[src/hsmt_pkg.sv]
// ----------------------------------------------------------------------------
// hsmt_pkg
// Shared types, codes and constants for the health score / mode tracker.
// ----------------------------------------------------------------------------
`timescale 1ns / 1ps

package hsmt_pkg;

  localparam int SCORE_W = 7;
  localparam logic [SCORE_W-1:0] SCORE_MAX = 7'd100;

  localparam int CFG_IDX_W  = 2;
  localparam int CFG_DATA_W = 16;

  // configuration register indexes
  localparam logic [CFG_IDX_W-1:0] CFG_RECOVER_INTERVAL = 2'd0;
  localparam logic [CFG_IDX_W-1:0] CFG_HEALTHY_THR      = 2'd1;
  localparam logic [CFG_IDX_W-1:0] CFG_UI_THR           = 2'd2;
  localparam logic [CFG_IDX_W-1:0] CFG_NET_THR          = 2'd3;

  // operation codes
  localparam logic [1:0] OP_FAULT    = 2'd0;
  localparam logic [1:0] OP_TICK     = 2'd1;
  localparam logic [1:0] OP_SET_MODE = 2'd2;
  localparam logic [1:0] OP_QUERY    = 2'd3;

  // mode codes
  localparam logic [1:0] MODE_NORMAL       = 2'd0;
  localparam logic [1:0] MODE_DEGRADED_UI  = 2'd1;
  localparam logic [1:0] MODE_DEGRADED_NET = 2'd2;
  localparam logic [1:0] MODE_SAFE         = 2'd3;

  localparam int QDEPTH = 2;
  localparam int QPTR_W = 1;
  localparam int QCNT_W = 2;

  typedef struct packed {
    logic [1:0] operation;
    logic [7:0] penalty;
    logic       is_stall;
    logic       is_memory;
    logic       is_network;
    logic [7:0] fault_id;
    logic [1:0] forced_mode;
  } in_item_t;

  typedef struct packed {
    logic [6:0]  health_score;
    logic [6:0]  memory_score;
    logic [6:0]  network_score;
    logic [1:0]  mode;
    logic        healthy;
    logic [31:0] stall_total;
    logic [31:0] uptime_ticks;
    logic [7:0]  last_fault_id;
  } out_item_t;

  // classified command handed from the front to the back
  typedef struct packed {
    logic               do_fault;
    logic               do_tick;
    logic               do_set;
    logic               stall_inc;
    logic               mem_hit;
    logic               net_hit;
    logic [SCORE_W-1:0] penalty;
    logic [7:0]         fault_id;
    logic [1:0]         forced_mode;
  } cmd_t;

endpackage

[src/health_score_mode_tracker.sv]
// ----------------------------------------------------------------------------
// health_score_mode_tracker
// An accepted transaction is written into the command queue; the back end takes it from there
// and registers its result in the output register, where the receiver takes it.
// Throughput: one transaction per cycle while the receiver keeps out_ready high.
// A two-entry command queue lets input and output stall independently.
// Reset (rst_n low, synchronous): scores to 100, mode normal, counters and fault id to 0,
// configuration registers to 60 / 80 / 60 / 40, queue and output register empty.
// ----------------------------------------------------------------------------
`timescale 1ns / 1ps

module health_score_mode_tracker import hsmt_pkg::*; (
  input  logic                  clk,
  input  logic                  rst_n,
  input  logic                  in_valid,
  output logic                  in_ready,
  input  in_item_t              in_data,
  output logic                  out_valid,
  input  logic                  out_ready,
  output out_item_t             out_data,
  input  logic                  cfg_wr_en,
  input  logic [CFG_IDX_W-1:0]  cfg_index,
  input  logic [CFG_DATA_W-1:0] cfg_wdata
);

  cmd_t front_cmd;
  cmd_t back_cmd;
  logic back_valid;
  logic back_ready;

  hsmt_front u_front (
    .item (in_data),
    .cmd  (front_cmd)
  );

  hsmt_queue u_queue (
    .clk        (clk),
    .rst_n      (rst_n),
    .push_valid (in_valid),
    .push_ready (in_ready),
    .push_cmd   (front_cmd),
    .pop_valid  (back_valid),
    .pop_ready  (back_ready),
    .pop_cmd    (back_cmd)
  );

  hsmt_back u_back (
    .clk       (clk),
    .rst_n     (rst_n),
    .cfg_wr_en (cfg_wr_en),
    .cfg_index (cfg_index),
    .cfg_wdata (cfg_wdata),
    .cmd_valid (back_valid),
    .cmd_ready (back_ready),
    .cmd       (back_cmd),
    .out_valid (out_valid),
    .out_ready (out_ready),
    .out_data  (out_data)
  );

endmodule

[src/hsmt_front.sv]
// ----------------------------------------------------------------------------
// hsmt_front
// Decodes an incoming transaction into a command for the back end.
// ----------------------------------------------------------------------------
`timescale 1ns / 1ps

module hsmt_front import hsmt_pkg::*; (
  input  in_item_t item,
  output cmd_t     cmd
);

  always_comb begin
    cmd = '0;
    unique case (item.operation)
      OP_FAULT: begin
        cmd.do_fault  = 1'b1;
        cmd.stall_inc = item.is_stall;
        cmd.mem_hit   = item.is_memory;
        cmd.net_hit   = item.is_network;
      end
      OP_TICK:     cmd.do_tick = 1'b1;
      OP_SET_MODE: cmd.do_set  = 1'b1;
      OP_QUERY:    cmd.do_set  = 1'b0;
      default:     cmd.do_set  = 1'b0;
    endcase
    // scores never exceed 127, so any larger penalty drains them to zero
    cmd.penalty     = item.penalty[7] ? {SCORE_W{1'b1}} : item.penalty[SCORE_W-1:0];
    cmd.fault_id    = item.fault_id;
    cmd.forced_mode = item.forced_mode;
  end

endmodule

[src/hsmt_queue.sv]
// ----------------------------------------------------------------------------
// hsmt_queue
// Two-entry command queue between the front and the back end.
// ----------------------------------------------------------------------------
`timescale 1ns / 1ps

module hsmt_queue import hsmt_pkg::*; (
  input  logic clk,
  input  logic rst_n,
  input  logic push_valid,
  output logic push_ready,
  input  cmd_t push_cmd,
  output logic pop_valid,
  input  logic pop_ready,
  output cmd_t pop_cmd
);

  cmd_t              mem_r [QDEPTH];
  logic [QPTR_W-1:0] wr_ptr_r, wr_ptr_nxt;
  logic [QPTR_W-1:0] rd_ptr_r, rd_ptr_nxt;
  logic [QCNT_W-1:0] count_r, count_nxt;
  logic              push, pop;

  assign push_ready = (count_r != QCNT_W'(QDEPTH));
  assign pop_valid  = (count_r != '0);
  assign pop_cmd    = mem_r[rd_ptr_r];
  assign push       = push_valid && push_ready;
  assign pop        = pop_valid && pop_ready;

  always_comb begin
    wr_ptr_nxt = push ? wr_ptr_r + 1'b1 : wr_ptr_r;
    rd_ptr_nxt = pop  ? rd_ptr_r + 1'b1 : rd_ptr_r;
    count_nxt  = count_r + QCNT_W'(push) - QCNT_W'(pop);
  end

  always_ff @(posedge clk) begin
    if (!rst_n) begin
      wr_ptr_r <= '0;
      rd_ptr_r <= '0;
      count_r  <= '0;
    end else begin
      wr_ptr_r <= wr_ptr_nxt;
      rd_ptr_r <= rd_ptr_nxt;
      count_r  <= count_nxt;
    end
  end

  always_ff @(posedge clk) begin
    if (push) begin
      mem_r[wr_ptr_r] <= push_cmd;
    end
  end

endmodule

[src/hsmt_back.sv]
// ----------------------------------------------------------------------------
// hsmt_back
// Executes commands against the health state and registers each result.
// ----------------------------------------------------------------------------
`timescale 1ns / 1ps

module hsmt_back import hsmt_pkg::*; (
  input  logic                  clk,
  input  logic                  rst_n,
  input  logic                  cfg_wr_en,
  input  logic [CFG_IDX_W-1:0]  cfg_index,
  input  logic [CFG_DATA_W-1:0] cfg_wdata,
  input  logic                  cmd_valid,
  output logic                  cmd_ready,
  input  cmd_t                  cmd,
  output logic                  out_valid,
  input  logic                  out_ready,
  output out_item_t             out_data
);

  logic [15:0]        interval_r;
  logic [SCORE_W-1:0] healthy_thr_r, ui_thr_r, net_thr_r;

  logic [SCORE_W-1:0] score_r, score_nxt;
  logic [SCORE_W-1:0] mem_r, mem_nxt;
  logic [SCORE_W-1:0] net_r, net_nxt;
  logic [1:0]         mode_r, mode_nxt;
  logic [31:0]        stall_r, stall_nxt;
  logic [31:0]        uptime_r, uptime_nxt;
  logic [15:0]        rticks_r, rticks_nxt;
  logic [7:0]         fault_r, fault_nxt;

  logic               out_valid_r;
  out_item_t          out_data_r;
  logic               take;
  logic [15:0]        rticks_inc;
  logic [SCORE_W-1:0] score_up;

  assign cmd_ready = !out_valid_r || out_ready;
  assign take      = cmd_valid && cmd_ready;
  assign out_valid = out_valid_r;
  assign out_data  = out_data_r;

  always_ff @(posedge clk) begin
    if (!rst_n) begin
      interval_r    <= 16'd60;
      healthy_thr_r <= 7'd80;
      ui_thr_r      <= 7'd60;
      net_thr_r     <= 7'd40;
    end else if (cfg_wr_en) begin
      unique case (cfg_index)
        CFG_RECOVER_INTERVAL: interval_r    <= cfg_wdata;
        CFG_HEALTHY_THR:      healthy_thr_r <= cfg_wdata[SCORE_W-1:0];
        CFG_UI_THR:           ui_thr_r      <= cfg_wdata[SCORE_W-1:0];
        CFG_NET_THR:          net_thr_r     <= cfg_wdata[SCORE_W-1:0];
        default:              interval_r    <= interval_r;
      endcase
    end
  end

  always_comb begin
    score_nxt  = score_r;
    mem_nxt    = mem_r;
    net_nxt    = net_r;
    mode_nxt   = mode_r;
    stall_nxt  = stall_r;
    uptime_nxt = uptime_r;
    rticks_nxt = rticks_r;
    fault_nxt  = fault_r;
    rticks_inc = (rticks_r != 16'hFFFF) ? rticks_r + 16'd1 : rticks_r;
    score_up   = score_r + 7'd1;

    if (cmd.do_fault) begin
      score_nxt = (score_r > cmd.penalty) ? score_r - cmd.penalty : '0;
      if (cmd.stall_inc) stall_nxt = stall_r + 32'd1;
      if (cmd.mem_hit)   mem_nxt = (mem_r > cmd.penalty) ? mem_r - cmd.penalty : '0;
      if (cmd.net_hit)   net_nxt = (net_r > cmd.penalty) ? net_r - cmd.penalty : '0;
      fault_nxt = cmd.fault_id;
      // drop the mode by the first threshold the new score falls under
      if (score_nxt < net_thr_r)          mode_nxt = MODE_SAFE;
      else if (score_nxt < ui_thr_r)      mode_nxt = MODE_DEGRADED_NET;
      else if (score_nxt < healthy_thr_r) mode_nxt = MODE_DEGRADED_UI;
    end else if (cmd.do_tick) begin
      if (uptime_r != 32'hFFFF_FFFF) uptime_nxt = uptime_r + 32'd1;
      rticks_nxt = rticks_inc;
      if (rticks_inc >= interval_r) begin
        rticks_nxt = '0;
        if (score_r < SCORE_MAX) begin
          score_nxt = score_up;
          if (score_up >= healthy_thr_r) begin
            mode_nxt  = MODE_NORMAL;
            fault_nxt = '0;
          end else if (score_up >= ui_thr_r) begin
            mode_nxt = MODE_DEGRADED_UI;
          end else if (score_up >= net_thr_r) begin
            mode_nxt = MODE_DEGRADED_NET;
          end
        end
        if (mem_r < SCORE_MAX) mem_nxt = mem_r + 7'd1;
        if (net_r < SCORE_MAX) net_nxt = net_r + 7'd1;
      end
    end else if (cmd.do_set) begin
      mode_nxt = cmd.forced_mode;
    end
  end

  always_ff @(posedge clk) begin
    if (!rst_n) begin
      score_r     <= SCORE_MAX;
      mem_r       <= SCORE_MAX;
      net_r       <= SCORE_MAX;
      mode_r      <= MODE_NORMAL;
      stall_r     <= '0;
      uptime_r    <= '0;
      rticks_r    <= '0;
      fault_r     <= '0;
      out_valid_r <= 1'b0;
    end else begin
      if (take) begin
        score_r  <= score_nxt;
        mem_r    <= mem_nxt;
        net_r    <= net_nxt;
        mode_r   <= mode_nxt;
        stall_r  <= stall_nxt;
        uptime_r <= uptime_nxt;
        rticks_r <= rticks_nxt;
        fault_r  <= fault_nxt;
      end
      if (take) begin
        out_valid_r <= 1'b1;
      end else if (out_ready) begin
        out_valid_r <= 1'b0;
      end
    end
  end

  always_ff @(posedge clk) begin
    if (take) begin
      out_data_r.health_score  <= score_nxt;
      out_data_r.memory_score  <= mem_nxt;
      out_data_r.network_score <= net_nxt;
      out_data_r.mode          <= mode_nxt;
      out_data_r.healthy       <= (score_nxt >= healthy_thr_r);
      out_data_r.stall_total   <= stall_nxt;
      out_data_r.uptime_ticks  <= uptime_nxt;
      out_data_r.last_fault_id <= fault_nxt;
    end
  end

endmodule

[config.mk]
export PLATFORM = sky130hd
export DESIGN_NAME = health_score_mode_tracker
export DESIGN_NICKNAME = d
export VERILOG_FILES = /design/src/hsmt_pkg.sv /design/src/health_score_mode_tracker.sv /design/src/hsmt_front.sv /design/src/hsmt_queue.sv /design/src/hsmt_back.sv
export SDC_FILE = /design/constraint.sdc
export NUM_CORES = 1
export LEC_CHECK = 0
export ABC_AREA = 0
export BUFFER_PORTS_ARGS = -buffer_cell sky130_fd_sc_hd__buf_2
export CAP_MARGIN = 20
export CORE_ASPECT_RATIO = 0.9
export CORE_MARGIN = 2
export CORE_UTILIZATION = 42
export DETAILED_ROUTE_END_ITERATION = 8
export PLACE_DENSITY = 0.57
export REMOVE_ABC_BUFFERS = 1
export SETUP_SLACK_MARGIN = 0.2
export SYNTH_ARGS = -nofsm -noshare
export SYNTH_HDL_FRONTEND = slang
export SYNTH_HIERARCHICAL = 1
export SYNTH_SLANG_ARGS = --single-unit
[constraint.sdc]
create_clock -name clk -period 10.45 [get_ports clk]
set_input_delay 0.5225 -clock clk [delete_from_list [all_inputs] [get_ports clk]]
set_output_delay 0.5225 -clock clk [all_outputs]
set_load 0.01 [all_outputs]
==> impl_results.md, run 1 <==
* XOR/XNOR share of the synthesized area at under 10%
* Min-delay src: in_data[2]
* Synth top area share at 26.7%
* Core Box Area at between 30000 and 40000 sq um
* Arrival time worst endpoint at 6.28 ns
* Chip Width at ~210 microns
* Fraction of layout cells with a size suffix above 1 at between 10% and 20%
* Violation count after the first detailed-route iteration at 712
* Sw frac at a little under two fifths
* Place WS at approximately 4.5 ns
* Reg area at 7350 sq um
* Initial antenna violation count at 0
* Placed instance count at between 2000 and 2500
* Met3 Track Usage GR at 2.80%
* DRC viols at 0
* I/O Pins at ~140
* Met2 GRT Util at 31.3%
* Ys async rst share at 0%
* Setup violations, final at 0
* Slew Limit Fails at 0
* Remaining antenna violation count at 0
* Worst Hold Class: input pin to register
* Critical Path Start Type: register
* Top area cells in the synthesized netlist: edfxtp_1, dfxtp_1, ha_1
* Worst R2R Path Depth at 24
* Hold Path Depth at 1
* Final Skew at just under 0.02 ns
* R2r endpoint: u_back/out_data[72]
* Clock Power Share at approximately a quarter
* Main combinational cell family by area after synthesis: simple AND/OR/NAND/NOR gates
* CTS tree: yes
* Max cap viols at 0
* HPWL Detailed at 26.3 mm
* Gate power share at 37.6%
* Hold-fix buffers at CTS at 0
* Psw at 1.69 mW
* Rel. slew slack at 39.4%
* Setup CP Type: register to register
* CP max FO at 17
* Ys Warns at 6
* Crit path required time at roughly 11 ns
* Number of synthesized register bits at between 200 and 300
* DRT Wirelength at slightly below 40 mm
* Largest net degree at the start of global routing at 94
* Min Clock Period, post-route at roughly 6 ns
* Vias in the first global route at roughly 12000
* Post-synth top area cell: edfxtp_1
* Routability congestion estimate at between 0.8 and 0.9
* Setup bufs post-CTS at 0
* Post-synth EDFFs at 142
* Launch point of the worst reg-to-reg path: u_back/rticks_r[0]
* Ys flop type: dfxtp_1
* RSZ-0062 raised after global routing: false
* Final worst path period share at 57.5%
* Internal at about 2.9 mW
* Design Power at around 4.6 mW
* Area Growth Syn to Fin at 13.9%
* Cells after Synth at ~1600
* Fillers at ~3500
* CP endpoint kind: register
* Synth cell types at 91
* Detailed-route via count at approximately 12000
* Multi-input gate area at around 8000 sq um
* Clk buf depth at 3
* Clk slew on worst S/H paths at about 0.06 ns
* Run status: complete, no violations
* Least-Margin Pin Slew at a little over 0.9 ns
* Setup TNS at 0 ns
* R2R setup slack at 4.45 ns
* Post-cts sizing count at 0
* Maximum vdd ir drop at about 0.14 mV
* Max Clock Freq at between 150 and 200 MHz
* Post-synthesis sequential area ratio at a little under half
* Die H at ~190 microns
* CTS Buf Count at 35
* Clk sinks at around 300
* Number of diodes at 0
* Synth Area in Compound Gates at roughly an eighth
* Mapped Area at 16000 sq um
* Fin worst setup slack at between 4 and 5 ns
* CTS HTree Levels at 2
* WL per Instance at around 17 microns
* Static leakage at approximately 7.1 nW
* GRT Total Usage at about a fifth
* Post-synthesis mux area share at under 10%
* Met1 Usage GRT at a little over a quarter
* Flop pwr share at between 30% and 40%
* First-pass GRT wire length at about 62 mm
* Busiest grt layer: met2
* Total iterations of the first detailed-routing run at 5
* Fin cells at 2264
* Pwr dens at 251 nW/um^2
* Die area at approximately 40000 sq um
* Hold endpoint: u_queue/mem_r[0][2]
* Adder-Cell Fraction of Synth Area at 7.42%
* CTS root buffer: clkbuf_16
* Initial core utilization at 42.7%
* Hold Fails Final Rpt at 0
* Gr ovfl total at 0
* DR vias/cell at about 5.4
* Nets at ~1900
* Synth Area in Simple Gates at a little under a fifth
* Cell Rows at 67
* Mean Syn Cell Area at approximately 10 sq um
* PortBufs at 143
* Worst-Skew Late Latency at about 0.53 ns
-- through the flow --
| stage | utilization (%) | cell area [sq um] | hold WS [ns] |
|---|---|---|---|
| 2_1_floorplan | - | 15600 | 0.436 |
| 6_report | 48.7 | 18200 | 0.191 |
| 5_1_grt | 48.7 | 18200 | 0.171 |
| 4_1_cts | 48.5 | 18100 | 0.169 |
| 3_5_place_dp | 45.5 | 17000 | 0.449 |
| 3_3_place_gp | 45.5 | 17000 | 0.444 |
-- registers in the layout (all words and copies together), names as in the netlist, named ones only --
signal                flops
u_back/fault_r            8
u_back/healthy_thr_r      7
u_back/interval_r        16
u_back/mem_r              7
u_back/mode_r             2
u_back/net_r              7
u_back/net_thr_r          7
u_back/out_data          96
u_back/out_valid          1
u_back/rticks_r          16
u_back/score_r            7
u_back/stall_r           32
u_back/ui_thr_r           7
u_back/uptime_r          32
u_queue/count_r           2
u_queue/mem_r            46
u_queue/rd_ptr_r          1
u_queue/wr_ptr_r          1
-- cell usage in the layout (no fill, tap or decap), types with 8 or more instances in the layout --
cell type,instances
buf_4,13
and3_1,24
o31ai_1,8
buf_2,143
and2_1,16
nand3_1,58
nand4_1,25
a21oi_1,96
nand2b_1,16
nand2_1,170
a22o_1,8
o31a_1,10
nor2b_1,13
nor2_1,164
dfxtp_1,154
mux2_2,26
o211ai_1,18
xor2_1,66
inv_1,64
clkbuf_1,10
o21ai_0,54
nor3_1,35
clkbuf_16,36
a31oi_1,11
edfxtp_1,142
xnor2_1,86
or3_1,15
ha_1,90
and4_1,14
a21o_1,12
mux2i_1,11
a22oi_1,12
-- per-layer routing --
metal	wire length, microns	part of all wire (%)
met1	18700	49
met2	17500	45
met3	1620	4.2
met4	678	1.8
met5	0	0
-- kinds of logic after synthesis --
| group | count (synthesis) |
|---|---|
| AOI/OAI and AO/OA | 314 |
| xor gates and xnor gates | 152 |
| adders and majority gates | 93 |
| buffers and inverters | 148 |
| DFF | 296 |
| muxes | 37 |
| and+or+nand+nor | 600 |
-- power by group through the flow --
| stage | clock, mW | sequential, mW | combinational [mW] |
|---|---|---|---|
| after floorplan | 0 | 1.75 | 1.04 |
| after global placement | 0 | 1.67 | 1.67 |
| after detailed placement | 0 | 1.67 | 1.70 |
| after CTS | 1.25 | 1.65 | 1.71 |
| after global routing | 1.30 | 1.67 | 1.91 |
| final | 1.21 | 1.64 | 1.72 |
-- synthesized netlist by cell type (24+ instances only) --
library cell	instances
a21oi_1	96
and3_1	24
clkbuf_1	50
dfxtp_1	154
edfxtp_1	142
ha_1	90
inv_1	66
mux2_2	26
nand2_1	171
nand3_1	58
nand4_1	25
nor2_1	164
nor3_1	35
o21ai_0	54
xnor2_1	86
xor2_1	66
-- worst max-delay path: stages (launching register included) --
cell and delay, ns:
dfxtp_1 0.39, ha_1 0.19, and2_1 0.22, nand4_1 0.28, o21ai_0 0.53, nor2_1 0.20
nand2_1 0.15, xnor2_1 0.10, ha_1 0.31, nand2_1 0.08, or3_1 0.33, o221ai_2 0.27
a211oi_4 0.09, buf_4 0.23, nor3_1 0.58, xnor2_1 0.15, o21a_1 0.20, ha_1 0.26
nand2b_1 0.14, a21o_1 0.18, a21o_1 0.19, a21o_1 0.17, a21o_1 0.17, a21o_1 0.17
a21o_1 0.17
-- how the worst max path moves through the flow --
stage | start | end
after global routing | u_back/rticks_r[0] | u_back/out_data[72]
after CTS | u_back/rticks_r[0] | u_back/out_data[72]
after global placement | u_back/rticks_r[0] | u_back/out_data[72]
after floorplan | out_ready | u_back/rticks_r[5]
after detailed placement | u_back/rticks_r[0] | u_back/out_data[72]
final | u_back/rticks_r[0] | u_back/out_data[72]
-- cell type report --
type | instances | area share (%)
flip-flops and latches | 296 | 40.4
inverters | 66 | 1.39
clock buffers | 49 | 5.38
repair buffers | 159 | 4.79
multi-input cells | 1196 | 43.8
clock inverters | 15 | 0.928
well taps | 483 | 3.32
Note: power is estimated with default switching activity, not from simulation.
==> inputs of run 2 (changes only) <==
Settings changed: ABC_AREA 0 to 1, PLACE_DENSITY 0.57 to 0.59.
Clock period 10.45 ns to 5 ns, I/O delays scaled along.
==> run 2 against run 1 <==
Effect of this change:
- global-route usage is 0.56 points higher
- sequential share of layout area is 2.6 points lower
- critical path depth is 8 higher
- power grew to 2.6 times the previous value
- final cell count is 25% higher
- cell area is 6.9% higher
- worst setup slack worse by 4.0 ns
- wire length is 9.5% higher
- sequential power grew to 2.6 times the previous value
- area after synthesis is 4.8% higher
==> impl_results.md, run 2 <==
* Run status: complete, no violations
* Total iterations of the first detailed-routing run at 5
* Synth top area share at approximately a quarter
* WHS at about 0.021 ns
* Met2 GRT Util at 32.5%
* Mean Syn Cell Area at 7.98 sq um
* Ys flop type: dfxtp_1
* Detailed-route via count at ~14000
* WL per Instance at around 15 microns
* Nets at between 2000 and 2500
* Fin cells at around 2800
* Routability congestion estimate at 0.875
* CP max FO at 5
* Final Skew at approximately 0.014 ns
* Most frequent cell after synthesis: nand2_1
* Rel. slew slack at approximately a third
* Core Box Area at roughly 39000 sq um
* CTS Buf Count at 31
* Final worst path period share at 91.9%
* Fraction of layout cells with a size suffix above 1 at a little over an eighth
* Clk slew on worst S/H paths at approximately 0.060 ns
* Busiest grt layer: met2
* Remaining antenna violation count at 0
* Pwr dens at a little over 600 nW/um^2
* Met3 Track Usage GR at 2.50%
* Gr ovfl total at 0
* Met1 Usage GRT at between 20% and 30%
* DRT Wirelength at 42.2 mm
* Post-synth top cells: nand2_1, inv_1, nor2_1
* Die area at 41500 sq um
* Ys async rst share at 0%
* Die H at slightly below 200 microns
* CP Buf/Inv Count at 4
* Hold Path Depth at 3
* Maximum vdd ir drop at between 0.4 and 0.5 mV
* Most common cell after layout, fill and taps aside: nand2_1
* Placed instance count at ~2700
* DR vias/cell at between 5 and 6
* Min Clock Period, post-route at about 4.6 ns
* PortBufs at ~140
* Hold Fails Final Rpt at 0
* Cell Rows at 69
* RSZ-0062 raised after global routing: false
* Setup CP Type: register to register
* Worst stage delay on the critical path at 0.36 ns
* Critical Path Start Type: register
* Post-synthesis sequential area ratio at 43.9%
* CTS tree: yes
* Area Growth Syn to Fin at 16.2%
* R2R setup slack at between 0.4 and 0.5 ns
* CP most frequent cell: nand2_1
* R2r endpoint: u_back/out_data[72]
* I/O Pins at between 100 and 150
* Worst path slowest cell: dfxtp_4
* Setup TNS at 0 ns
* HPWL Detailed at 29.6 mm
* Arrival time worst endpoint at 4.93 ns
* Mapped Area at 16800 sq um
* Crit path required time at approximately 5.3 ns
* Vias in the first global route at 13185
* Worst Hold Class: input pin to register
* Cells after Synth at 2100
* Static leakage at between 8 and 9 nW
* Worst-Skew Late Latency at a little under 0.6 ns
* Clk buf depth at 3
* Initial antenna violation count at 0
* CP endpoint kind: register
* Max cap viols at 0
* Violation count after the first detailed-route iteration at 985
* Ys Warns at 6
* Top area cells in the synthesized netlist: edfxtp_1, dfxtp_1, nand2_1
* DRC viols at 0
* Max Clock Freq at ~220 MHz
* First-pass GRT wire length at between 60 and 70 mm
* Most frequent cells in the layout: nand2_1, inv_1, nor2_1
* CTS root buffer: clkbuf_16
* Post-synth top area cell: edfxtp_1
* Slew Limit Fails at 0
* Largest register FFs at 96
* Number of synthesized register bits at 296
* Post-synth EDFFs at ~140
* Clk sinks at 296
* Top Family by Delay on Critical Path: simple AND/OR/NAND/NOR gates
* Min-delay src: cfg_wdata[14]
* Initial core utilization at 42.5%
* Least-Margin Pin Slew at roughly 1.0 ns
* Setup violations, final at 0
* Synth cell types at between 50 and 60
* Largest net degree at the start of global routing at ~110
* CTS HTree Levels at 1
* Launch point of the worst reg-to-reg path: u_back/rticks_r[1]
* Worst R2R Path Depth at 32
* GRT Total Usage at roughly a fifth
* Chip Width at about 210 microns
* Hold endpoint: u_back/interval_r[14]
[run 2: changes by cell type in the layout (fill, tap and decap cells not counted), moves of 17 or more]
cell / before / now
o21ai_0: 54 / 123
nand2_1: 170 / 440
and3_1: 24 / 1
dlygate4sd3_1: 0 / 31
o21ai_1: 1 / 29
inv_1: 64 / 298
nand3_1: 58 / 112
a21oi_1: 96 / 147
xnor2_1: 86 / 7
buf_4: 13 / 30
[run 2: power by group]
| group | switching (mW) | internal, mW | total, mW | leakage, nW |
|---|---|---|---|---|
| combinational | 3.46 | 1.89 | 5.35 | 5.80 |
| sequential | 0.609 | 3.67 | 4.28 | 2.63 |
| clock | 0.959 | 1.34 | 2.30 | 0.489 |
[run 2: through the flow]
| stage | setup slack, ns | power, mW | utilization [%] | instance area, sq um |
|---|---|---|---|---|
| 2_1_floorplan | 0.399 | 7.92 | - | 16400 |
| 3_3_place_gp | 0.163 | 9.54 | 45.5 | 18000 |
| 3_5_place_dp | 0.0216 | 9.63 | 45.5 | 18000 |
| 4_1_cts | 0.204 | 12.0 | 48.9 | 19300 |
| 5_1_grt | 0.0886 | 13.0 | 49.3 | 19500 |
| 6_report | 0.403 | 11.9 | 49.4 | 19500 |
[run 2: final cells by class]
type	count	area, sq um
clock inverter	22	208
tap	532	666
clock buffer	36	795
antenna	1	2.50
inverter	310	1170
fill	3821	20000
sequential	296	7350
timing repair buffer	205	1270
multi-input combinational	1418	8010
[run 2: layer usage]
metal  routed length (microns)  up-vias
met1                     20500     6563
met3                      1840       50
met4                       860        0
li1                          -     7285
met5                         0        -
met2                     18900      310
[run 2: worst max-delay path by stage]
stage | start | end | depth (start not counted)
floorplan | u_back/rticks_r[0] | u_back/out_data[72] | 31
global placement | u_back/rticks_r[1] | u_back/out_data[72] | 33
detailed placement | u_back/rticks_r[1] | u_back/out_data[72] | 33
CTS | u_back/rticks_r[1] | u_back/out_data[72] | 33
global route | u_back/rticks_r[1] | u_back/out_data[72] | 32
finish | u_back/rticks_r[1] | u_back/out_data[72] | 32
[run 2: worst reg2reg max path: cells and delay by family (launching register included)]
kind	cells	cell delay, ns
AO/OA/AOI/OAI	8	1.24
XOR/XNOR	1	0.19
adder cells (fa/ha/maj)	3	0.76
buffers and inverters	4	0.22
flip-flops	1	0.36
AND/OR/NAND/NOR	16	1.59
[run 2: kinds of logic (layout without fill, tap and decap cells)]
kind of cell	after synthesis	count (layout)	synth area share, %
flops	296	296	43.9
fa+ha+maj	93	93	7.08
xor+xnor	77	77	4.03
compound gates	378	378	12.5
mux	23	23	1.55
simple gates	847	847	21.9
other cells	0	1	0
buf+inv	386	573	9.10
[run 2: repair_timing]
| item | in CTS | in global routing |
|---|---|---|
| hold buffers | 31 | 0 |
| buffers inserted | 0 | 9 |
| resized for setup | 3 | 31 |
| pin swaps | 1 | 18 |
| hold endpoints to repair | 60 | 0 |
| setup endpoints to repair | 1 | 1 |
